File: config.mk
export PLATFORM = sky130hd
export DESIGN_NAME = ro_pump_safety_controller_flat
export DESIGN_NICKNAME = d
export VERILOG_FILES = /design/src/hdl/rpsc_pkg.sv /design/src/hdl/rpsc_if.sv /design/src/hdl/rpsc_cfg_regs.sv /design/src/hdl/rpsc_step.sv /design/src/hdl/ro_pump_safety_controller.sv /design/src/flat_wrapper.sv
export SDC_FILE = /design/constraint.sdc
export NUM_CORES = 1
export LEC_CHECK = 0
export ABC_AREA = 1
export BUFFER_PORTS_ARGS = -buffer_cell sky130_fd_sc_hd__buf_2
export CORE_AREA = 8 8 165 167
export CTS_CLUSTER_DIAMETER = 40
export DETAILED_ROUTE_END_ITERATION = 7
export DIE_AREA = 0 0 173 175
export PLACE_DENSITY = 0.82
export SLEW_MARGIN = 10
export SYNTH_ARGS = -nofsm -noshare
export SYNTH_HDL_FRONTEND = slang
export SYNTH_SLANG_ARGS = --single-unit
File: constraint.sdc
create_clock -name clk -period 3.4 [get_ports clk]
set_input_delay 0.17 -clock clk [delete_from_list [all_inputs] [get_ports clk]]
set_output_delay 0.17 -clock clk [all_outputs]
set_load 0.02 [all_outputs]
File: src/hdl/rpsc_pkg.sv
// ----------------------------------------------------------------------------
// rpsc_pkg
// Shared types and constants for the RO pump safety controller.
// ----------------------------------------------------------------------------
package rpsc_pkg;

    localparam int unsigned TIME_W    = 32;
    localparam int unsigned RETRY_W   = 8;
    localparam int unsigned CFG_IDX_W = 3;
    localparam int unsigned CFG_DAT_W = 32;

    localparam logic [RETRY_W-1:0] RETRY_SAT = '1;

    // Reset values of the configuration registers
    localparam logic [TIME_W-1:0]  DRY_LIMIT_RST   = TIME_W'(30000);
    localparam logic [TIME_W-1:0]  RETRY_WAIT_RST  = TIME_W'(60000);
    localparam logic [RETRY_W-1:0] MAX_RETRIES_RST = RETRY_W'(3);

    typedef enum logic [1:0] {
        CMD_TICK   = 2'd0,
        CMD_ENABLE = 2'd1,
        CMD_MANUAL = 2'd2,
        CMD_RELAY  = 2'd3
    } cmd_t;

    typedef enum logic [1:0] {
        RT_IDLE   = 2'd0,
        RT_PURIFY = 2'd1,
        RT_WAIT   = 2'd2,
        RT_LOCKED = 2'd3
    } routine_t;

    typedef enum logic [1:0] {
        FC_NONE = 2'd0,
        FC_LEAK = 2'd1,
        FC_DRY  = 2'd2
    } fault_t;

    typedef enum logic [CFG_IDX_W-1:0] {
        CFG_SCENARIO_B  = 3'd0,
        CFG_SOLAR       = 3'd1,
        CFG_DRY_LIMIT   = 3'd2,
        CFG_RETRY_WAIT  = 3'd3,
        CFG_MAX_RETRIES = 3'd4
    } cfg_idx_t;

    typedef struct packed {
        logic               scenario_b;
        logic               solar_permits;
        logic [TIME_W-1:0]  dry_run_limit_ms;
        logic [TIME_W-1:0]  retry_wait_ms;
        logic [RETRY_W-1:0] max_retries;
    } cfg_t;

    typedef struct packed {
        cmd_t              command;
        logic              arg;
        logic [TIME_W-1:0] now_ms;
        logic              leak;
        logic              tank_full;
        logic              pressure_ok;
    } item_t;

    typedef struct packed {
        routine_t           routine;
        fault_t             fault;
        logic               lock_flag;
        logic [TIME_W-1:0]  low_since_ms;
        logic               low_timing;
        logic [RETRY_W-1:0] retries;
        logic [TIME_W-1:0]  wait_until_ms;
        logic               in_wait;
        logic               manual_request;
        logic               auto_mode;
        logic               enabled;
        logic               pump_state;
        logic               relay1_state;
    } ctl_state_t;

    localparam ctl_state_t CTL_STATE_RST = '{
        routine:        RT_IDLE,
        fault:          FC_NONE,
        lock_flag:      1'b0,
        low_since_ms:   '0,
        low_timing:     1'b0,
        retries:        '0,
        wait_until_ms:  '0,
        in_wait:        1'b0,
        manual_request: 1'b0,
        auto_mode:      1'b1,
        enabled:        1'b1,
        pump_state:     1'b0,
        relay1_state:   1'b0
    };

endpackage

File: src/hdl/rpsc_if.sv
// ----------------------------------------------------------------------------
// rpsc_if
// Valid/ready channels for command items and result items.
// ----------------------------------------------------------------------------
interface rpsc_in_if;
    logic        valid;
    logic        ready;
    logic [1:0]  command;
    logic        arg;
    logic [31:0] now_ms;
    logic        leak;
    logic        tank_full;
    logic        pressure_ok;

    modport source (
        output valid, command, arg, now_ms, leak, tank_full, pressure_ok,
        input  ready
    );
    modport sink (
        input  valid, command, arg, now_ms, leak, tank_full, pressure_ok,
        output ready
    );
endinterface

interface rpsc_out_if;
    logic       valid;
    logic       ready;
    logic       pump_on;
    logic       inlet_relay_on;
    logic [1:0] routine;
    logic [1:0] fault_code;
    logic       is_locked;
    logic [7:0] retry_count;
    logic       is_enabled;

    modport source (
        output valid, pump_on, inlet_relay_on, routine, fault_code, is_locked,
               retry_count, is_enabled,
        input  ready
    );
    modport sink (
        input  valid, pump_on, inlet_relay_on, routine, fault_code, is_locked,
               retry_count, is_enabled,
        output ready
    );
endinterface

File: src/hdl/rpsc_cfg_regs.sv
// ----------------------------------------------------------------------------
// rpsc_cfg_regs
// Write-only configuration register bank.
// ----------------------------------------------------------------------------
module rpsc_cfg_regs
    import rpsc_pkg::*;
(
    input  logic                 clk,
    input  logic                 rst_n,
    input  logic                 cfg_we,
    input  logic [CFG_IDX_W-1:0] cfg_index,
    input  logic [CFG_DAT_W-1:0] cfg_data,
    output cfg_t                 cfg
);

    cfg_t cfg_reg;
    cfg_t cfg_next;

    // Decode the register write
    always_comb
    begin
        cfg_next = cfg_reg;
        if (cfg_we)
        begin
            case (cfg_idx_t'(cfg_index))
                CFG_SCENARIO_B:  cfg_next.scenario_b       = cfg_data[0];
                CFG_SOLAR:       cfg_next.solar_permits    = cfg_data[0];
                CFG_DRY_LIMIT:   cfg_next.dry_run_limit_ms = cfg_data[TIME_W-1:0];
                CFG_RETRY_WAIT:  cfg_next.retry_wait_ms    = cfg_data[TIME_W-1:0];
                CFG_MAX_RETRIES: cfg_next.max_retries      = cfg_data[RETRY_W-1:0];
                default:         cfg_next = cfg_reg;
            endcase
        end
    end

    always_ff @(posedge clk or negedge rst_n)
    begin
        if (!rst_n)
        begin
            cfg_reg.scenario_b       <= 1'b0;
            cfg_reg.solar_permits    <= 1'b1;
            cfg_reg.dry_run_limit_ms <= DRY_LIMIT_RST;
            cfg_reg.retry_wait_ms    <= RETRY_WAIT_RST;
            cfg_reg.max_retries      <= MAX_RETRIES_RST;
        end
        else
        begin
            cfg_reg <= cfg_next;
        end
    end

    assign cfg = cfg_reg;

endmodule

File: src/hdl/rpsc_step.sv
// ----------------------------------------------------------------------------
// rpsc_step
// Next-state logic: applies one command item to the controller state.
// ----------------------------------------------------------------------------
module rpsc_step
    import rpsc_pkg::*;
(
    input  cfg_t       cfg,
    input  item_t      item,
    input  ctl_state_t cur,
    output ctl_state_t nxt
);

    logic               safe_relay;   // relay1 level for a safe shutdown
    logic               wait_hold;
    logic               interlock;
    logic               want;
    logic [TIME_W-1:0]  low_elapsed;
    logic               dry_expired;
    logic [RETRY_W-1:0] retries_inc;

    assign safe_relay  = ~cfg.scenario_b;
    assign wait_hold   = cur.in_wait && (item.now_ms < cur.wait_until_ms);
    assign interlock   = cfg.scenario_b && cur.relay1_state;
    assign want        = (cur.auto_mode || cur.manual_request) && !item.tank_full &&
                         item.pressure_ok && cfg.solar_permits && !interlock;
    assign low_elapsed = item.now_ms - cur.low_since_ms;
    assign dry_expired = low_elapsed >= cfg.dry_run_limit_ms;
    assign retries_inc = (cur.retries == RETRY_SAT) ? cur.retries
                                                    : cur.retries + RETRY_W'(1);

    always_comb
    begin
        nxt = cur;
        case (item.command)
            CMD_TICK:
            begin
                if (item.leak)
                begin
                    // Leak: latch lock, shut down safely
                    nxt.pump_state   = 1'b0;
                    nxt.relay1_state = safe_relay;
                    if (!cur.lock_flag || cur.fault != FC_LEAK)
                    begin
                        nxt.fault     = FC_LEAK;
                        nxt.lock_flag = 1'b1;
                        nxt.routine   = RT_LOCKED;
                    end
                end
                else if (cur.lock_flag)
                begin
                    nxt.pump_state = 1'b0;
                end
                else if (!cur.enabled)
                begin
                    nxt.pump_state   = 1'b0;
                    nxt.relay1_state = safe_relay;
                    nxt.routine      = RT_IDLE;
                    nxt.low_timing   = 1'b0;
                end
                else if (wait_hold)
                begin
                    // Still inside the retry wait window
                    nxt.routine    = RT_WAIT;
                    nxt.pump_state = 1'b0;
                end
                else
                begin
                    nxt.in_wait = 1'b0;
                    if (cur.in_wait || interlock)
                    begin
                        nxt.pump_state = 1'b0;
                    end
                    // Stop on tank full, interlock or solar veto
                    if (nxt.pump_state &&
                        (item.tank_full || interlock || !cfg.solar_permits))
                    begin
                        nxt.pump_state = 1'b0;
                        nxt.low_timing = 1'b0;
                    end
                    if (want)
                    begin
                        nxt.pump_state = 1'b1;
                    end
                    nxt.routine = nxt.pump_state ? RT_PURIFY : RT_IDLE;

                    // Dry-run timing on low pressure
                    if (nxt.pump_state && !item.pressure_ok)
                    begin
                        if (!nxt.low_timing)
                        begin
                            nxt.low_timing   = 1'b1;
                            nxt.low_since_ms = item.now_ms;
                        end
                        else if (dry_expired)
                        begin
                            nxt.pump_state = 1'b0;
                            nxt.retries    = retries_inc;
                            nxt.low_timing = 1'b0;
                            if (retries_inc >= cfg.max_retries)
                            begin
                                nxt.fault        = FC_DRY;
                                nxt.lock_flag    = 1'b1;
                                nxt.routine      = RT_LOCKED;
                                nxt.relay1_state = safe_relay;
                            end
                            else
                            begin
                                nxt.in_wait       = 1'b1;
                                nxt.wait_until_ms = item.now_ms + cfg.retry_wait_ms;
                                nxt.routine       = RT_WAIT;
                                nxt.relay1_state  = 1'b0;
                            end
                        end
                    end
                    else
                    begin
                        nxt.low_timing = 1'b0;
                        if (nxt.pump_state && item.pressure_ok)
                        begin
                            nxt.retries = '0;
                        end
                    end
                end
            end

            CMD_ENABLE:
            begin
                if (!(cur.lock_flag && item.arg))
                begin
                    nxt.enabled = item.arg;
                    if (!item.arg)
                    begin
                        nxt.pump_state   = 1'b0;
                        nxt.relay1_state = safe_relay;
                        nxt.low_timing   = 1'b0;
                        nxt.in_wait      = 1'b0;
                        nxt.routine      = RT_IDLE;
                    end
                    else
                    begin
                        nxt.auto_mode = 1'b1;
                        if (!cfg.scenario_b)
                        begin
                            nxt.relay1_state = 1'b0;
                        end
                    end
                end
            end

            CMD_MANUAL:
            begin
                if (!cur.lock_flag && cur.enabled)
                begin
                    nxt.manual_request = item.arg;
                    nxt.auto_mode      = 1'b0;
                    if (!item.arg)
                    begin
                        nxt.pump_state = 1'b0;
                    end
                end
            end

            CMD_RELAY:
            begin
                if (!cur.lock_flag && cur.enabled)
                begin
                    if (cfg.scenario_b && item.arg)
                    begin
                        nxt.pump_state = 1'b0;
                    end
                    nxt.relay1_state = item.arg;
                end
            end

            default:
            begin
                nxt = cur;
            end
        endcase
    end

endmodule

File: src/hdl/ro_pump_safety_controller.sv
// ----------------------------------------------------------------------------
// ro_pump_safety_controller
// Pump and inlet relay safety controller with leak lock and dry-run retries.
// ----------------------------------------------------------------------------
// Usage:
//   cmd_in carries command items (tick with time and sensor bits, master
//   enable, manual purify request, inlet relay request). res_out returns one
//   result item per command: relay levels, routine, fault code, lock flag,
//   retry count and enable state, all taken after the command is applied.
//   The cfg_we/cfg_index/cfg_data port writes the five setup registers; write
//   them only while no items are in flight.
// Timing:
//   An item is registered in the input register, then its result is loaded
//   into the output register, which drives res_out.valid. One item per cycle
//   is accepted in steady state while res_out is taken; the state update is
//   a single pass of flag logic, one subtract, compares and two adds.
// Reset:
//   rst_n clears the controller to idle, unlocked, enabled, auto mode, pump
//   and relay off, and loads the register defaults.
// Stall:
//   If res_out is not taken, the output register holds its item and the
//   input register fills; cmd_in.ready drops once both are occupied.
// ----------------------------------------------------------------------------
module ro_pump_safety_controller
    import rpsc_pkg::*;
(
    input  logic                 clk,
    input  logic                 rst_n,
    rpsc_in_if.sink              cmd_in,
    rpsc_out_if.source           res_out,
    input  logic                 cfg_we,
    input  logic [CFG_IDX_W-1:0] cfg_index,
    input  logic [CFG_DAT_W-1:0] cfg_data
);

    cfg_t       cfg;
    item_t      in_item;
    ctl_state_t state_reg;
    ctl_state_t state_next;

    logic       s1_valid_reg;
    item_t      s1_item_reg;
    logic       out_valid_reg;
    ctl_state_t out_reg;

    logic       out_free;
    logic       advance;
    logic       in_take;

    // Configuration registers
    rpsc_cfg_regs u_cfg (
        .clk       (clk),
        .rst_n     (rst_n),
        .cfg_we    (cfg_we),
        .cfg_index (cfg_index),
        .cfg_data  (cfg_data),
        .cfg       (cfg)
    );

    // Handshake control
    assign out_free     = !out_valid_reg || res_out.ready;
    assign advance      = s1_valid_reg && out_free;
    assign cmd_in.ready = !s1_valid_reg || advance;
    assign in_take      = cmd_in.valid && cmd_in.ready;

    assign in_item.command     = cmd_t'(cmd_in.command);
    assign in_item.arg         = cmd_in.arg;
    assign in_item.now_ms      = cmd_in.now_ms;
    assign in_item.leak        = cmd_in.leak;
    assign in_item.tank_full   = cmd_in.tank_full;
    assign in_item.pressure_ok = cmd_in.pressure_ok;

    // Input register
    always_ff @(posedge clk or negedge rst_n)
    begin
        if (!rst_n)
        begin
            s1_valid_reg <= 1'b0;
        end
        else if (cmd_in.ready)
        begin
            s1_valid_reg <= cmd_in.valid;
        end
    end

    always_ff @(posedge clk)
    begin
        if (in_take)
        begin
            s1_item_reg <= in_item;
        end
    end

    // Next-state logic
    rpsc_step u_step (
        .cfg  (cfg),
        .item (s1_item_reg),
        .cur  (state_reg),
        .nxt  (state_next)
    );

    // Controller state, updated once per item
    always_ff @(posedge clk or negedge rst_n)
    begin
        if (!rst_n)
        begin
            state_reg <= CTL_STATE_RST;
        end
        else if (advance)
        begin
            state_reg <= state_next;
        end
    end

    // Output register
    always_ff @(posedge clk or negedge rst_n)
    begin
        if (!rst_n)
        begin
            out_valid_reg <= 1'b0;
        end
        else if (out_free)
        begin
            out_valid_reg <= s1_valid_reg;
        end
    end

    always_ff @(posedge clk)
    begin
        if (advance)
        begin
            out_reg <= state_next;
        end
    end

    assign res_out.valid          = out_valid_reg;
    assign res_out.pump_on        = out_reg.pump_state;
    assign res_out.inlet_relay_on = out_reg.relay1_state;
    assign res_out.routine        = out_reg.routine;
    assign res_out.fault_code     = out_reg.fault;
    assign res_out.is_locked      = out_reg.lock_flag;
    assign res_out.retry_count    = out_reg.retries;
    assign res_out.is_enabled     = out_reg.enabled;

endmodule
File: src/flat_wrapper.sv
// flat-port wrapper written by rule: the top's interface ports become plain ports
module ro_pump_safety_controller_flat import rpsc_pkg::*;
  (clk, rst_n, cfg_we, cfg_index, cfg_data, cmd_in_valid, cmd_in_command, cmd_in_arg, cmd_in_now_ms, cmd_in_leak, cmd_in_tank_full, cmd_in_pressure_ok, cmd_in_ready, res_out_valid, res_out_pump_on, res_out_inlet_relay_on, res_out_routine, res_out_fault_code, res_out_is_locked, res_out_retry_count, res_out_is_enabled, res_out_ready);
  rpsc_in_if cmd_in_i ();
  rpsc_out_if res_out_i ();
  input  logic clk;
  input  logic rst_n;
  input  logic cfg_we;
  input  logic [CFG_IDX_W-1:0] cfg_index;
  input  logic [CFG_DAT_W-1:0] cfg_data;
  input wire logic [$bits(cmd_in_i.valid)-1:0] cmd_in_valid;
  input wire logic [$bits(cmd_in_i.command)-1:0] cmd_in_command;
  input wire logic [$bits(cmd_in_i.arg)-1:0] cmd_in_arg;
  input wire logic [$bits(cmd_in_i.now_ms)-1:0] cmd_in_now_ms;
  input wire logic [$bits(cmd_in_i.leak)-1:0] cmd_in_leak;
  input wire logic [$bits(cmd_in_i.tank_full)-1:0] cmd_in_tank_full;
  input wire logic [$bits(cmd_in_i.pressure_ok)-1:0] cmd_in_pressure_ok;
  output wire logic [$bits(cmd_in_i.ready)-1:0] cmd_in_ready;
  output wire logic [$bits(res_out_i.valid)-1:0] res_out_valid;
  output wire logic [$bits(res_out_i.pump_on)-1:0] res_out_pump_on;
  output wire logic [$bits(res_out_i.inlet_relay_on)-1:0] res_out_inlet_relay_on;
  output wire logic [$bits(res_out_i.routine)-1:0] res_out_routine;
  output wire logic [$bits(res_out_i.fault_code)-1:0] res_out_fault_code;
  output wire logic [$bits(res_out_i.is_locked)-1:0] res_out_is_locked;
  output wire logic [$bits(res_out_i.retry_count)-1:0] res_out_retry_count;
  output wire logic [$bits(res_out_i.is_enabled)-1:0] res_out_is_enabled;
  input wire logic [$bits(res_out_i.ready)-1:0] res_out_ready;
  assign cmd_in_i.valid = cmd_in_valid;
  assign cmd_in_i.command = cmd_in_command;
  assign cmd_in_i.arg = cmd_in_arg;
  assign cmd_in_i.now_ms = cmd_in_now_ms;
  assign cmd_in_i.leak = cmd_in_leak;
  assign cmd_in_i.tank_full = cmd_in_tank_full;
  assign cmd_in_i.pressure_ok = cmd_in_pressure_ok;
  assign cmd_in_ready = cmd_in_i.ready;
  assign res_out_valid = res_out_i.valid;
  assign res_out_pump_on = res_out_i.pump_on;
  assign res_out_inlet_relay_on = res_out_i.inlet_relay_on;
  assign res_out_routine = res_out_i.routine;
  assign res_out_fault_code = res_out_i.fault_code;
  assign res_out_is_locked = res_out_i.is_locked;
  assign res_out_retry_count = res_out_i.retry_count;
  assign res_out_is_enabled = res_out_i.is_enabled;
  assign res_out_i.ready = res_out_ready;
  ro_pump_safety_controller u_core (.clk(clk), .rst_n(rst_n), .cmd_in(cmd_in_i), .res_out(res_out_i), .cfg_we(cfg_we), .cfg_index(cfg_index), .cfg_data(cfg_data));
endmodule
==> metrics.txt <==
status finished, violations left; failing checks setup timing; Fillers 1750; Clock Sinks 214; final setup margin -0.775 ns; WP data arrival 4.60 ns; Die Wd 173 µm; Post-DP Area 0.0153 mm²; slew of the pin with the lowest slew margin 1.03 ns; drt first pass iters 6; Period minus WS final 4.17 ns; GRT overflow 0; RSZ-0062 raised after global routing true; largest net degree at the start of global routing 80; post-synthesis instance area 0.0135 mm²; Core Box Area 0.0247 mm²; Hold Path Sink u_core.u_cfg.cfg[72]; H-tree levels 1; Antenna Nets Post-Route 0; syn nets 1829; Skew-Pair Late Insertion Delay 0.57 ns; first-pass GRT wire length 63900 µm; ys flop type dfrtp_1; library cells used by synthesis 51; Post-Synth Simple-Gate Area 0.164; # Max-Cap Violations 0; n_diodes 0; final count of pins violating max slew 0; area grow syn2layout 32.3%; die area 0.0303 mm²; Tcrit/Tclk final 1.23; FF-to-FF path depth 24; CTS Buf Count 31; Setup crit start u_core.s1_item_reg[16]; Adder-Cell Fraction of Synth Area 0.127; Compound-Gate Fraction of Synth Area 0.148; Final #Nets 2160; post-synthesis sequential area ratio 0.418; maximum VDD drop 0.573 mV; main combinational cell family by area after synthesis simple AND/OR/NAND/NOR gates; setup TNS -43.47 ns; critical path startpoint category flop; Critical Path RT 3.83 ns; WL/cell 17.3 µm; Avg Cell Area, Syn 8.37 µm²; Max Clock Skew 0.0165 ns; vias in the first global route 13200; Worst Path Max Fanout 7; final WL 39700 µm; Finish-stage setup viols 64; IO Pins 96; finished layout cell area 0.0179 mm²; DR vias/cell 5.55; hpwl dp 27000 µm; CP Capture Type flop; DR iter-0 viols 1131; Root Buffer clkbuf_16; TritonCTS clock tree yes; initial antenna violation count 0; I/O Buffers 95; minimum setup slack among reg-to-reg paths -0.77 ns; FF+latch count, synth 214; fmax 240 MHz; asr flop ratio synth 0.748; GPL Wtd Cong 0.947; total number of vias 12800; clk slew on worst S/H paths 0.06 ns; clock tree buffer depth 3; DRC Markers 0; Post-synth EDFFs 54; Slew HR 0.307; Die Ht 175 µm; gr usage total 0.253; WHS Path Cells 4; Yosys Warn Count 0; mux cell area share after synthesis 0.0261; CP Class flop to flop; hold_sp cfg_index[2]; cells after synthesis 1615; layout cells sized above 1 0.245; r2r startpoint u_core.s1_item_reg[16]; xor/xnor share of the synthesized area 0.0343; Initial Util 0.548; P per Cell Area 518 mW/mm²; final hold violations 0; HP Class primary input to flop; row cnt 58; reg-to-reg endpoint u_core.state_reg[80]; leakage 8.63 nW
synth_stat cells (all sizes together) (6+ instances only):
cell | n | share of area
nor4 | 10 | 0.0068
inv | 256 | 0.071
o211ai | 9 | 0.0050
a21oi | 125 | 0.047
a31oi | 8 | 0.0037
nor3 | 9 | 0.0033
o21ai | 187 | 0.070
nand4 | 14 | 0.0065
buf | 8 | 0.0057
xnor2 | 14 | 0.0091
nand3 | 39 | 0.016
clkbuf | 18 | 0.0050
dfrtp | 141 | 0.26
nor2 | 79 | 0.024
ha | 134 | 0.12
o21bai | 8 | 0.0044
dfstp | 19 | 0.037
o21a | 10 | 0.0056
edfxtp | 54 | 0.12
xor2 | 39 | 0.025
a21boi | 6 | 0.0039
mux2 | 30 | 0.026
nand2 | 370 | 0.10
power breakdown:
group	total, mW	leakage [nW]	internal (mW)	switching, mW
clock	3.15	0.501	1.87	1.27
combinational	2.84	5.64	1.13	1.71
sequential	3.27	2.49	3.02	0.247
total	9.26	8.63	6.03	3.23
kinds of logic after synthesis:
logic type	after synthesis
xor gates and xnor gates	53
DFF	214
muxes	30
buffers and inverters	283
and+or+nand+nor	530
adders and majority gates	136
AOI/OAI and AO/OA	369
final cells by class:
class / count / area (µm²) / share of cell area
multi-input combinational: 1118 / 7320 / 0.410
sequential: 214 / 5650 / 0.316
timing repair buffer: 324 / 2490 / 0.140
inverter: 257 / 980 / 0.0548
clock buffer: 38 / 843 / 0.0472
tap: 330 / 413 / 0.0231
clock inverter: 20 / 179 / 0.0100
placed cells by master (no fill, tap or decap), types with 7 or more instances in the layout:
| cell type | count |
|---|---|
| inv_1 | 241 |
| o21ai_0 | 126 |
| xor2_1 | 39 |
| o21ai_2 | 18 |
| nand2_2 | 20 |
| o21ai_1 | 43 |
| nand4_1 | 14 |
| inv_6 | 11 |
| edfxtp_1 | 54 |
| nor2_1 | 66 |
| buf_4 | 140 |
| a31oi_1 | 8 |
| o211ai_1 | 9 |
| a21oi_1 | 107 |
| nor2_2 | 7 |
| inv_2 | 11 |
| nand3_1 | 27 |
| nor4_1 | 7 |
| o21a_1 | 10 |
| dfstp_2 | 19 |
| xnor2_1 | 14 |
| mux2_2 | 24 |
| buf_2 | 94 |
| nand3_2 | 10 |
| nand2_1 | 341 |
| a21oi_2 | 17 |
| dfrtp_1 | 141 |
| dlygate4sd3_1 | 78 |
| ha_4 | 13 |
| clkbuf_16 | 33 |
| nand2_4 | 8 |
| ha_1 | 121 |
per-stage QoR:
step           instances  hold slack, ns  power (mW)  setup slack, ns   util
3_3_place_gp        2136           0.263        5.67            -1.02  0.622
3_5_place_dp        2136           0.265        5.77            -1.11  0.622
5_1_grt             2301           0.121        9.76           -0.955  0.725
2_1_floorplan       1615          -0.126        4.90           -0.102      -
4_1_cts             2287          0.0778        9.11           -0.616  0.713
6_report            2301           0.106        9.26           -0.775  0.725
worst max path at each step:
stage | end | slack [ns] | cells past startpoint
5_1_grt | flop | -0.96 | 25
3_3_place_gp | flop | -1.02 | 25
2_1_floorplan | flop | -0.10 | 27
6_report | u_core.state_reg[80] | -0.77 | 24
4_1_cts | flop | -0.62 | 25
3_5_place_dp | u_core.res_out.retry_count[7] | -1.11 | 23
routing by layer:
| layer | wire length [µm] | up-vias | part of all wire | track usage |
|---|---|---|---|---|
| li1 | - | 6045 | - | - |
| met1 | 16000 | 6071 | 0.40 | 0.300 |
| met2 | 19400 | 495 | 0.49 | 0.441 |
| met3 | 2290 | 162 | 0.058 | 0.0389 |
| met4 | 2040 | 0 | 0.051 | 0.131 |
| met5 | 0 | - | 0 | 0 |
critical path, stage by stage, from the launching register on:
cell and delay (ns):
edfxtp_1 0.46, ha_4 0.34, nand2_4 0.07, nor4_4 0.37
nand4_1 0.28, nand3_2 0.20, nand3_2 0.09, nand2_2 0.11
buf_6 0.11, buf_4 0.09, xor2_1 0.06, ha_1 0.29
nand2_1 0.07, nor2_2 0.14, nand4_1 0.19, nor3_2 0.21
nand2_1 0.12, nand2_4 0.12, nand3_4 0.13, inv_6 0.11
nand3b_1 0.09, nor2_2 0.17, a21oi_2 0.08, nand2_1 0.06
o21ai_1 0.07
what timing repair did:
action                                 4_1_cts  5_1_grt
endpoints found under the hold margin      177        0
hold buffers                                78        0
setup endpoints to repair                   64       64
cloned                                       2        1
pin swaps                                   27       33
setup buffers                               13       15
resized for setup                           92       57
(Power assumes the default switching activity.)
